### config.mk
export PLATFORM = sky130hd
export DESIGN_NAME = sensor_window_trimmed_mean
export DESIGN_NICKNAME = d
export VERILOG_FILES = /design/src/rtl/core/swtm_pkg.sv /design/src/rtl/core/swtm_lane.sv /design/src/rtl/core/sensor_window_trimmed_mean.sv
export SDC_FILE = /design/constraint.sdc
export NUM_CORES = 2
export LEC_CHECK = 0
export ABC_CLOCK_PERIOD_IN_PS = 10070
export BUFFER_PORTS_ARGS = -buffer_cell sky130_fd_sc_hd__buf_2
export CELL_PAD_IN_SITES_DETAIL_PLACEMENT = 1
export CELL_PAD_IN_SITES_GLOBAL_PLACEMENT = 2
export CORE_ASPECT_RATIO = 0.5
export CORE_MARGIN = 2
export CORE_UTILIZATION = 40
export DETAILED_ROUTE_END_ITERATION = 10
export PLACE_DENSITY = 0.92
export SYNTH_ARGS = -nofsm -noshare
export SYNTH_HDL_FRONTEND = slang
export SYNTH_SLANG_ARGS = --single-unit
### constraint.sdc
create_clock -name clk_i -period 10.07 [get_ports clk_i]
set_clock_uncertainty 0.15 [all_clocks]
set_input_delay 0.5035 -clock clk_i [delete_from_list [all_inputs] [get_ports clk_i]]
set_output_delay 0.5035 -clock clk_i [all_outputs]
set_load 0.1 [all_outputs]
### src/rtl/core/swtm_pkg.sv
`default_nettype none
package swtm_pkg;

  localparam int unsigned DataW = 16;
  localparam int unsigned NumCh = 4;
  localparam int unsigned TimeW = 32;
  localparam int unsigned CntW  = 6;

  typedef enum logic [1:0] {
    REQ_START  = 2'd0,
    REQ_SAMPLE = 2'd1,
    REQ_READ   = 2'd2,
    REQ_REPORT = 2'd3
  } req_e;

  typedef enum logic [1:0] {
    CFG_REPORT_IVL = 2'd0,
    CFG_SAMPLE_IVL = 2'd1,
    CFG_REFRESH    = 2'd2,
    CFG_MIN_SMP    = 2'd3
  } cfg_e;

  // lane control from the sequencer
  typedef struct packed {
    logic clear;
    logic acc;
    logic div_start;
  } lane_ctl_t;

endpackage
`default_nettype wire

### src/rtl/core/swtm_lane.sv
`default_nettype none
// one channel: running sum, min and max, plus a serial rounding divider
module swtm_lane import swtm_pkg::*; #(
  parameter int unsigned SumW = 21
) (
  input  wire logic                   clk_i,
  input  wire logic                   rst_ni,
  input  wire lane_ctl_t              ctl_i,
  input  wire logic signed [DataW-1:0] val_i,
  input  wire logic [SumW-1:0]        den_i,
  output logic                        busy_o,
  output logic signed [DataW-1:0]     mean_o
);

  localparam int unsigned StepW = $clog2(SumW + 1);

  logic signed [SumW-1:0]  sum_q;
  logic signed [DataW-1:0] min_q, max_q;
  logic [SumW-1:0]         num_q, quo_q, den_q;
  logic [SumW:0]           rem_q;
  logic                    neg_q, busy_q;
  logic [StepW-1:0]        step_q;

  logic signed [SumW+1:0] trim;
  logic [SumW+1:0]        mag;
  logic [SumW:0]          shifted;
  logic                   fits;

  always_comb begin
    trim = {{2{sum_q[SumW-1]}}, sum_q}
         - {{(SumW+2-DataW){min_q[DataW-1]}}, min_q}
         - {{(SumW+2-DataW){max_q[DataW-1]}}, max_q};
    mag = trim[SumW+1] ? -trim : trim;
    shifted = {rem_q[SumW-1:0], num_q[SumW-1]};
    fits = shifted >= {1'b0, den_q};
  end

  always_ff @(posedge clk_i or negedge rst_ni) begin
    if (!rst_ni) begin
      sum_q  <= '0;
      min_q  <= {1'b0, {(DataW-1){1'b1}}};
      max_q  <= {1'b1, {(DataW-1){1'b0}}};
      busy_q <= 1'b0;
      step_q <= '0;
    end else if (ctl_i.clear) begin
      sum_q <= '0;
      min_q <= {1'b0, {(DataW-1){1'b1}}};
      max_q <= {1'b1, {(DataW-1){1'b0}}};
    end else if (ctl_i.acc) begin
      sum_q <= sum_q + {{(SumW-DataW){val_i[DataW-1]}}, val_i};
      if (val_i < min_q) min_q <= val_i;
      if (val_i > max_q) max_q <= val_i;
    end else if (ctl_i.div_start) begin
      // numerator is |sum - min - max| + d/2, restoring division one bit a cycle
      busy_q <= 1'b1;
      step_q <= StepW'(SumW);
    end else if (busy_q) begin
      step_q <= step_q - 1'b1;
      if (step_q == StepW'(1)) busy_q <= 1'b0;
    end
  end

  always_ff @(posedge clk_i) begin
    if (ctl_i.div_start) begin
      neg_q <= trim[SumW+1];
      num_q <= mag[SumW-1:0] + {1'b0, den_i[SumW-1:1]};
      den_q <= den_i;
      rem_q <= '0;
      quo_q <= '0;
    end else if (busy_q) begin
      rem_q <= fits ? shifted - {1'b0, den_q} : shifted;
      quo_q <= {quo_q[SumW-2:0], fits};
      num_q <= {num_q[SumW-2:0], 1'b0};
    end
  end

  assign busy_o = busy_q;
  assign mean_o = neg_q ? -quo_q[DataW-1:0] : quo_q[DataW-1:0];

endmodule
`default_nettype wire

### src/rtl/core/sensor_window_trimmed_mean.sv
`default_nettype none
// windowed trimmed mean over four sensor channels
// in channel: req_type_i, now_i, four readings, reading_ok_i, qualified by
//   in_valid_i and in_stall_o; out channel: ok_o, window_closed_o and four means,
//   qualified by out_valid_o and out_stall_i
// one item gives exactly one result item
// start, sample and reading items and a report that is not yet due have their
//   result registered; it appears the cycle after acceptance
// the window roll needs elapsed / interval, done by a single 32-step serial
//   divider; a due report that is not usable has its result registered when
//   the divider finishes
// a usable report then runs four lanes in parallel, each a one-bit-a-cycle
//   restoring divider over the 22-bit trimmed sum, and its result is registered
//   once all four lanes are done
// one item is held at a time: in_stall_o is high while an item is in work or
//   its result still waits in the output register, so a new item is accepted
//   only after the result of the last one has been taken
// reset restores the register defaults, clears the window and accumulators
// a stalled receiver simply holds the result; no item is lost
module sensor_window_trimmed_mean import swtm_pkg::*; #(
  parameter int unsigned MaxSamples = 32
) (
  input  wire logic                    clk_i,
  input  wire logic                    rst_ni,
  input  wire logic                    cfg_we_i,
  input  wire logic [1:0]              cfg_index_i,
  input  wire logic [31:0]             cfg_data_i,
  input  wire logic                    in_valid_i,
  output logic                         in_stall_o,
  input  wire logic [1:0]              req_type_i,
  input  wire logic [TimeW-1:0]        now_i,
  input  wire logic signed [DataW-1:0] in_temp_a_i,
  input  wire logic signed [DataW-1:0] in_hum_a_i,
  input  wire logic signed [DataW-1:0] in_temp_b_i,
  input  wire logic signed [DataW-1:0] in_hum_b_i,
  input  wire logic                    reading_ok_i,
  output logic                         out_valid_o,
  input  wire logic                    out_stall_i,
  output logic                         ok_o,
  output logic                         window_closed_o,
  output logic signed [DataW-1:0]      mean_temp_a_o,
  output logic signed [DataW-1:0]      mean_hum_a_o,
  output logic signed [DataW-1:0]      mean_temp_b_o,
  output logic signed [DataW-1:0]      mean_hum_b_o
);

  localparam int unsigned SmpW = $clog2(MaxSamples + 1);
  localparam int unsigned SumW = DataW + SmpW;

  typedef enum logic [3:0] {
    ST_IDLE = 4'b0001,
    ST_WDIV = 4'b0010,
    ST_MDIV = 4'b0100,
    ST_OUT  = 4'b1000
  } state_e;

  state_e state_q;

  // configuration
  logic [TimeW-1:0] rep_ivl_q, smp_ivl_q, refresh_q;
  logic [CntW-1:0]  min_smp_q;

  always_ff @(posedge clk_i or negedge rst_ni) begin
    if (!rst_ni) begin
      rep_ivl_q <= 32'd60000;
      smp_ivl_q <= 32'd5000;
      refresh_q <= 32'd2000;
      min_smp_q <= 6'd3;
    end else if (cfg_we_i) begin
      case (cfg_e'(cfg_index_i))
        CFG_REPORT_IVL: rep_ivl_q <= cfg_data_i;
        CFG_SAMPLE_IVL: smp_ivl_q <= cfg_data_i;
        CFG_REFRESH:    refresh_q <= cfg_data_i;
        CFG_MIN_SMP:    min_smp_q <= cfg_data_i[CntW-1:0];
        default: ;
      endcase
    end
  end

  // window state
  logic [TimeW-1:0] win_start_q, last_smp_q, last_rd_q;
  logic             has_smp_q, has_rd_q, pend_q;
  logic [SmpW-1:0]  count_q;

  logic [TimeW-1:0] ivl, elapsed, d_smp, d_rd;
  logic             accept, deny, rd_take, due;
  logic             ok_idle;
  req_e             req;

  assign accept  = in_valid_i && !in_stall_o;
  assign req     = req_e'(req_type_i);
  assign ivl     = (rep_ivl_q == '0) ? 32'd1 : rep_ivl_q;
  assign elapsed = now_i - win_start_q;
  assign d_smp   = now_i - last_smp_q;
  assign d_rd    = now_i - last_rd_q;
  assign deny    = pend_q || ({1'b0, count_q} >= (SmpW+1)'(MaxSamples))
                 || elapsed >= (ivl - refresh_q)
                 || (has_smp_q && d_smp < smp_ivl_q)
                 || (has_rd_q && d_rd < refresh_q);
  assign rd_take = pend_q && elapsed < ivl && reading_ok_i
                 && ({1'b0, count_q} < (SmpW+1)'(MaxSamples));
  assign due     = elapsed >= ivl;

  // ok flag of a start, sample or reading item; a report sets it later if usable
  always_comb begin
    case (req)
      REQ_START:  ok_idle = 1'b1;
      REQ_SAMPLE: ok_idle = !deny;
      REQ_READ:   ok_idle = rd_take;
      default:    ok_idle = 1'b0;
    endcase
  end

  // window count divider: elapsed / ivl, one quotient bit a cycle
  logic [TimeW-1:0] wnum_q, wquo_q, wdiv_q;
  logic [TimeW:0]   wrem_q, wsh;
  logic [5:0]       wstep_q;
  logic             wfit;
  assign wsh  = {wrem_q[TimeW-1:0], wnum_q[TimeW-1]};
  assign wfit = wsh >= {1'b0, wdiv_q};

  // lanes
  lane_ctl_t lane_ctl;
  logic [NumCh-1:0] lane_busy;
  logic signed [DataW-1:0] vals [NumCh];
  logic signed [DataW-1:0] means [NumCh];
  logic [SumW-1:0] den;

  assign vals[0] = in_temp_a_i;
  assign vals[1] = in_hum_a_i;
  assign vals[2] = in_temp_b_i;
  assign vals[3] = in_hum_b_i;
  assign den = SumW'(count_q) - SumW'(2);

  logic usable;
  assign usable = (wquo_q == 32'd1) && (count_q >= SmpW'(3))
                && (32'(min_smp_q) <= 32'(count_q));

  always_comb begin
    lane_ctl.clear     = (accept && req == REQ_START)
                       || (state_q == ST_WDIV && wstep_q == '0 && !usable)
                       || (state_q == ST_MDIV && lane_busy == '0);
    lane_ctl.acc       = accept && req == REQ_READ && rd_take;
    lane_ctl.div_start = state_q == ST_WDIV && wstep_q == '0 && usable;
  end

  for (genvar c = 0; c < NumCh; c++) begin : g_lane
    swtm_lane #(.SumW(SumW)) u_lane (
      .clk_i, .rst_ni, .ctl_i(lane_ctl), .val_i(vals[c]), .den_i(den),
      .busy_o(lane_busy[c]), .mean_o(means[c])
    );
  end

  // result register
  logic             ok_q, closed_q;
  logic [DataW-1:0] m_q [NumCh];

  always_ff @(posedge clk_i or negedge rst_ni) begin
    if (!rst_ni) begin
      state_q     <= ST_IDLE;
      win_start_q <= '0;
      last_smp_q  <= '0;
      last_rd_q   <= '0;
      has_smp_q   <= 1'b0;
      has_rd_q    <= 1'b0;
      pend_q      <= 1'b0;
      count_q     <= '0;
      wstep_q     <= '0;
      ok_q        <= 1'b0;
      closed_q    <= 1'b0;
    end else begin
      case (state_q)
        ST_IDLE: begin
          if (accept) begin
            ok_q     <= ok_idle;
            closed_q <= 1'b0;
            state_q  <= ST_OUT;
            case (req)
              REQ_START: begin
                win_start_q <= now_i;
                has_smp_q   <= 1'b0;
                has_rd_q    <= 1'b0;
                pend_q      <= 1'b0;
                count_q     <= '0;
              end
              REQ_SAMPLE: begin
                if (!deny) begin
                  last_smp_q <= now_i;
                  has_smp_q  <= 1'b1;
                  pend_q     <= 1'b1;
                end
              end
              REQ_READ: begin
                if (pend_q) begin
                  pend_q    <= 1'b0;
                  last_rd_q <= now_i;
                  has_rd_q  <= 1'b1;
                  if (rd_take) begin
                    count_q <= count_q + 1'b1;
                  end
                end
              end
              REQ_REPORT: begin
                if (due) begin
                  wstep_q <= 6'd32;
                  state_q <= ST_WDIV;
                end
              end
              default: ;
            endcase
          end
        end
        ST_WDIV: begin
          if (wstep_q != '0) begin
            wstep_q <= wstep_q - 1'b1;
          end else begin
            // roll by whole windows; multiply once, 32x32 truncated
            win_start_q <= win_start_q + TimeW'(wquo_q * wdiv_q);
            pend_q      <= 1'b0;
            closed_q    <= 1'b1;
            if (usable) begin
              state_q <= ST_MDIV;
            end else begin
              count_q <= '0;
              state_q <= ST_OUT;
            end
          end
        end
        ST_MDIV: begin
          if (lane_busy == '0) begin
            ok_q    <= 1'b1;
            count_q <= '0;
            state_q <= ST_OUT;
          end
        end
        ST_OUT: begin
          if (!out_stall_i) state_q <= ST_IDLE;
        end
        default: state_q <= ST_IDLE;
      endcase
    end
  end

  always_ff @(posedge clk_i) begin
    if (accept) begin
      wnum_q <= elapsed;
      wdiv_q <= ivl;
      wrem_q <= '0;
      wquo_q <= '0;
    end else if (state_q == ST_WDIV && wstep_q != '0) begin
      wrem_q <= wfit ? wsh - {1'b0, wdiv_q} : wsh;
      wquo_q <= {wquo_q[TimeW-2:0], wfit};
      wnum_q <= {wnum_q[TimeW-2:0], 1'b0};
    end
  end

  always_ff @(posedge clk_i) begin
    if (accept) begin
      for (int c = 0; c < NumCh; c++) m_q[c] <= '0;
    end else if (state_q == ST_MDIV && lane_busy == '0) begin
      for (int c = 0; c < NumCh; c++) m_q[c] <= means[c];
    end
  end

  assign in_stall_o      = state_q != ST_IDLE;
  assign out_valid_o     = state_q == ST_OUT;
  assign ok_o            = ok_q;
  assign window_closed_o = closed_q;
  assign mean_temp_a_o   = m_q[0];
  assign mean_hum_a_o    = m_q[1];
  assign mean_temp_b_o   = m_q[2];
  assign mean_hum_b_o    = m_q[3];

  // checks
  a_hold_out: assert property (@(posedge clk_i) disable iff (!rst_ni)
    out_valid_o && out_stall_i |=> out_valid_o && $stable(ok_o))
    else $error("result changed under stall");
  a_no_accept_busy: assert property (@(posedge clk_i) disable iff (!rst_ni)
    out_valid_o |-> in_stall_o)
    else $error("item accepted while result pending");
  a_closed_report: assert property (@(posedge clk_i) disable iff (!rst_ni)
    out_valid_o && ok_o && (mean_temp_a_o != '0) |-> window_closed_o)
    else $error("means without closed window");

endmodule
`default_nettype wire
==> impl_metrics.csv <==
group,metric,value,unit
outcome,status,"finished, final reports clean",
synth,async_reset_ff_share,50.9,%
detailed_routing,drt_pre_antenna_iters,6,
critical_path,slowest_stage,"dfxtp_1",
critical_path,critPathArrivalTime,8.64,ns
floorplanning,io_pins,206,
critical_path,crit_path_max_fanout,16,
global_route,grt_max_degree,227,
cts,ctsHtreeMaxLevel,3,
place,place.gp.congestion,0.887,
synth,avgSynthCellArea,8.87,µm²
sta,slew_headroom,17.7,%
detailed_routing,wl,262000,µm
place,postPlaceCellArea,90200,µm²
synth,netlist_instances,9717,
cts,post-cts-setup-buffer-count,0,
power,irDropWorstVdd,0.000141,V
critical_path,end_kind,"flop",
global_route,antenna_found_initial,20,
global_route,gr-usage-all-layers,23.8,%
cts,clockBufferDepth,3,
critical_path,path_class,"flop to flop",
detailed_routing,drc,0,
cts,cts_tree,"built",
floorplanning,coreArea,214000,µm²
power,p_per_area,97.0,nW/µm²
sta,rsz0062_at_grt,"no",
floorplanning,std_cell_rows,120,
run,cap_violations,0,
detailed_routing,vias,71102,
detailed_routing,wl_per_cell,20.4,µm
place,hpwlAfterDp,199000,µm
synth,synth_seq_area_share,26.4,%
sta,fin_crit,8.19,ns
sta,fmax,122,MHz
sta,setup-violations-final,0,
cells_and_area,fin_cells,12800,
synth,synth_edf_count,227,
floorplanning,die-height,332,µm
place,io_buffer_count,205,
global_route,grt_first_pass_wirelength,423000,µm
synth,ys_warn_count,0,
cts,clkSinkCount,902,
sta,period_share,81.4,%
sta,hold_viol,0,
critical_path,crit_path_start_kind,"flop",
place,pre_cts_ws,1.87,ns
critical_path,cp_common_cell,"fa_1",
cts,cts_root_buf,"clkbuf_16",
floorplanning,dieArea,219000,µm²
cells_and_area,area_delta_synth_final,9.77,%
synth,ys_types,103,
detailed_routing,drt_iter0_markers,4098,
cts,cts_inserted_buffers,95,
cts,clk-insertion-delay-late,0.75,ns
floorplanning,start_util,40.2,%
synth,syn_nets,11311,
synth,ys_ff_latch,902,
floorplanning,die_width,660,µm
critical_path,cpPeakStageDelay,0.84,ns
power,power.leakage,43.7,nW
critical_path,critPathRequiredTime,10.52,ns
global_route,grt.overflow.total,0,
cells_and_area,fillerInstances,25155,
sta,drv_slew,0,
cts,clk_pin_slew,0.07,ns
power,power.total,9.17,mW
sta,fin_ws,1.88,ns
synth,syn_area,86200,µm²
synth,ys.flop_type,"dfrtp_1",
detailed_routing,vias_per_cell,5.55,
worst_hold_path,worstHoldPathType,"input pin to flop",
cells_and_area,finalNetCount,11436,
cells_and_area,final_area,94600,µm²
place,post-place-cells,12498,
sta,worstMarginPinSlew,1.22,ns
sta,finalSetupTns,0,ns
cells_and_area,drive_above_1_share,7.74,%
detailed_routing,postRouteAntennaNets,0,
global_route,grt_pass1_vias,76069,
-- sequential cells by signal, summed over array words and instances, names as in the netlist, 7 cells and up --
register / flops
wquo_q: 32
wrem_q: 32
g_lane.u_lane.num_q: 88
g_lane.u_lane.step_q: 20
wdiv_q: 32
g_lane.u_lane.min_q: 64
g_lane.u_lane.den_q: 7
m_q: 64
g_lane.u_lane.quo_q: 64
g_lane.u_lane.sum_q: 88
win_start_q: 32
g_lane.u_lane.max_q: 64
last_rd_q: 32
wnum_q: 32
rep_ivl_q: 32
refresh_q: 32
smp_ivl_q: 32
last_smp_q: 32
g_lane.u_lane.rem_q: 88
-- synthesized netlist by cell type, types with 99 or more instances --
| master | instances | area, µm² |
|---|---|---|
| and2_1 | 160 | 1000 |
| edfxtp_1 | 227 | 6820 |
| a211oi_1 | 103 | 773 |
| ha_1 | 913 | 11400 |
| nor2b_1 | 99 | 619 |
| nor2_1 | 582 | 2180 |
| dfxtp_1 | 216 | 4320 |
| nand2_1 | 1099 | 4130 |
| a21o_1 | 218 | 1640 |
| clkbuf_1 | 325 | 1220 |
| mux2_2 | 145 | 1630 |
| nor3_1 | 157 | 786 |
| fa_1 | 543 | 10900 |
| o21a_1 | 122 | 916 |
| xnor2_1 | 356 | 3120 |
| nand3_1 | 209 | 1050 |
| a21oi_1 | 545 | 2730 |
| xor2_1 | 274 | 2400 |
| o21ai_0 | 589 | 2950 |
| mux2i_1 | 133 | 1330 |
| dfrtp_1 | 374 | 9360 |
| o31ai_1 | 118 | 886 |
| inv_1 | 1079 | 4050 |
-- metrics by stage --
step	hold WS, ns	util (%)
6_report	0.0399	44.2
5_1_grt	0.0264	44.2
4_1_cts	0.00472	44.2
3_5_place_dp	0.321	42.1
3_3_place_gp	0.313	42.1
2_1_floorplan	0.0579	-
-- layout by cell type, fill, tap and decap left out, drive strengths merged, types with 119 or more instances in the layout --
master	count
nand2	1099
inv	1085
ha	913
o21ai	594
nor2	582
a21oi	546
fa	543
dfrtp	374
xnor2	356
buf	287
xor2	274
edfxtp	227
a21o	219
dfxtp	216
nand3	209
and2	161
nor3	157
mux2	145
mux2i	133
o21a	122
clkbuf	119
-- cell families after synthesis --
logic type,count (synthesis),synth area share (%)
mux,278,3.44
simple gates,2780,15.1
flops,902,26.4
xor+xnor,630,6.40
compound gates,2216,16.4
buf+inv,1455,6.40
fa+ha+maj,1456,25.9
-- timing repair --
| action | CTS | global route |
|---|---|---|
| endpoints found under the hold margin | 325 | 0 |
| resized for setup | 0 | 0 |
| hold buffers | 113 | 0 |
| setup endpoints to repair | 0 | 0 |
-- path summary, 6_finish.rpt --
path / from / to / slack (ns) / depth (start not counted)
min in group asynchronous: rst_ni / g_lane[1].u_lane.max_q[4] / 0.29 / 2
max in group asynchronous: rst_ni / smp_ivl_q[30] / 7.46 / 4
worst max-delay path: wquo_q[4] / win_start_q[31] / 1.88 / 25
worst min register to register: wrem_q[4] / wrem_q[4] / 0.34 / 2
worst min-delay path: now_i[26] / last_smp_q[26] / 0.04 / 2
worst max register to register: wquo_q[4] / win_start_q[31] / 1.88 / 25
-- layer usage --
layer / GRT usage (%) / vias up / part of all wire (%)
li1: - / 33655 / -
met4: 6.90 / 0 / 3.1
met3: 2.60 / 395 / 3.7
met1: 31.8 / 35925 / 46
met2: 40.8 / 1127 / 48
met5: 0 / - / 0
-- power by group --
| part | internal, mW | total (mW) | switching (mW) |
|---|---|---|---|
| registers | 3.81 | 3.90 | 0.0893 |
| logic | 0.613 | 1.46 | 0.849 |
| clock network | 2.02 | 3.81 | 1.78 |
-- cell type report --
cell class                 instances  area, µm²  area share [%]
multi-input combinational       7360      58100            61.5
sequential                       902      22700            24.0
inverter                        1083       4070            4.30
tap                             2867       3590            3.79
timing repair buffer             400       2820            2.98
clock buffer                     119       2540            2.68
clock inverter                    61        672           0.710
antenna                            8       20.0          0.0212
-- worst max-delay path, delay by kind of cell, from the launching register on --
family          cells  cell delay [ns]
fa+ha+maj           9             3.83
compound gates      7             1.67
simple gates        4             0.91
flops               1             0.84
buf+inv             4             0.53
xor+xnor            1             0.13
No activity file was read; power rests on OpenSTA's default activity.
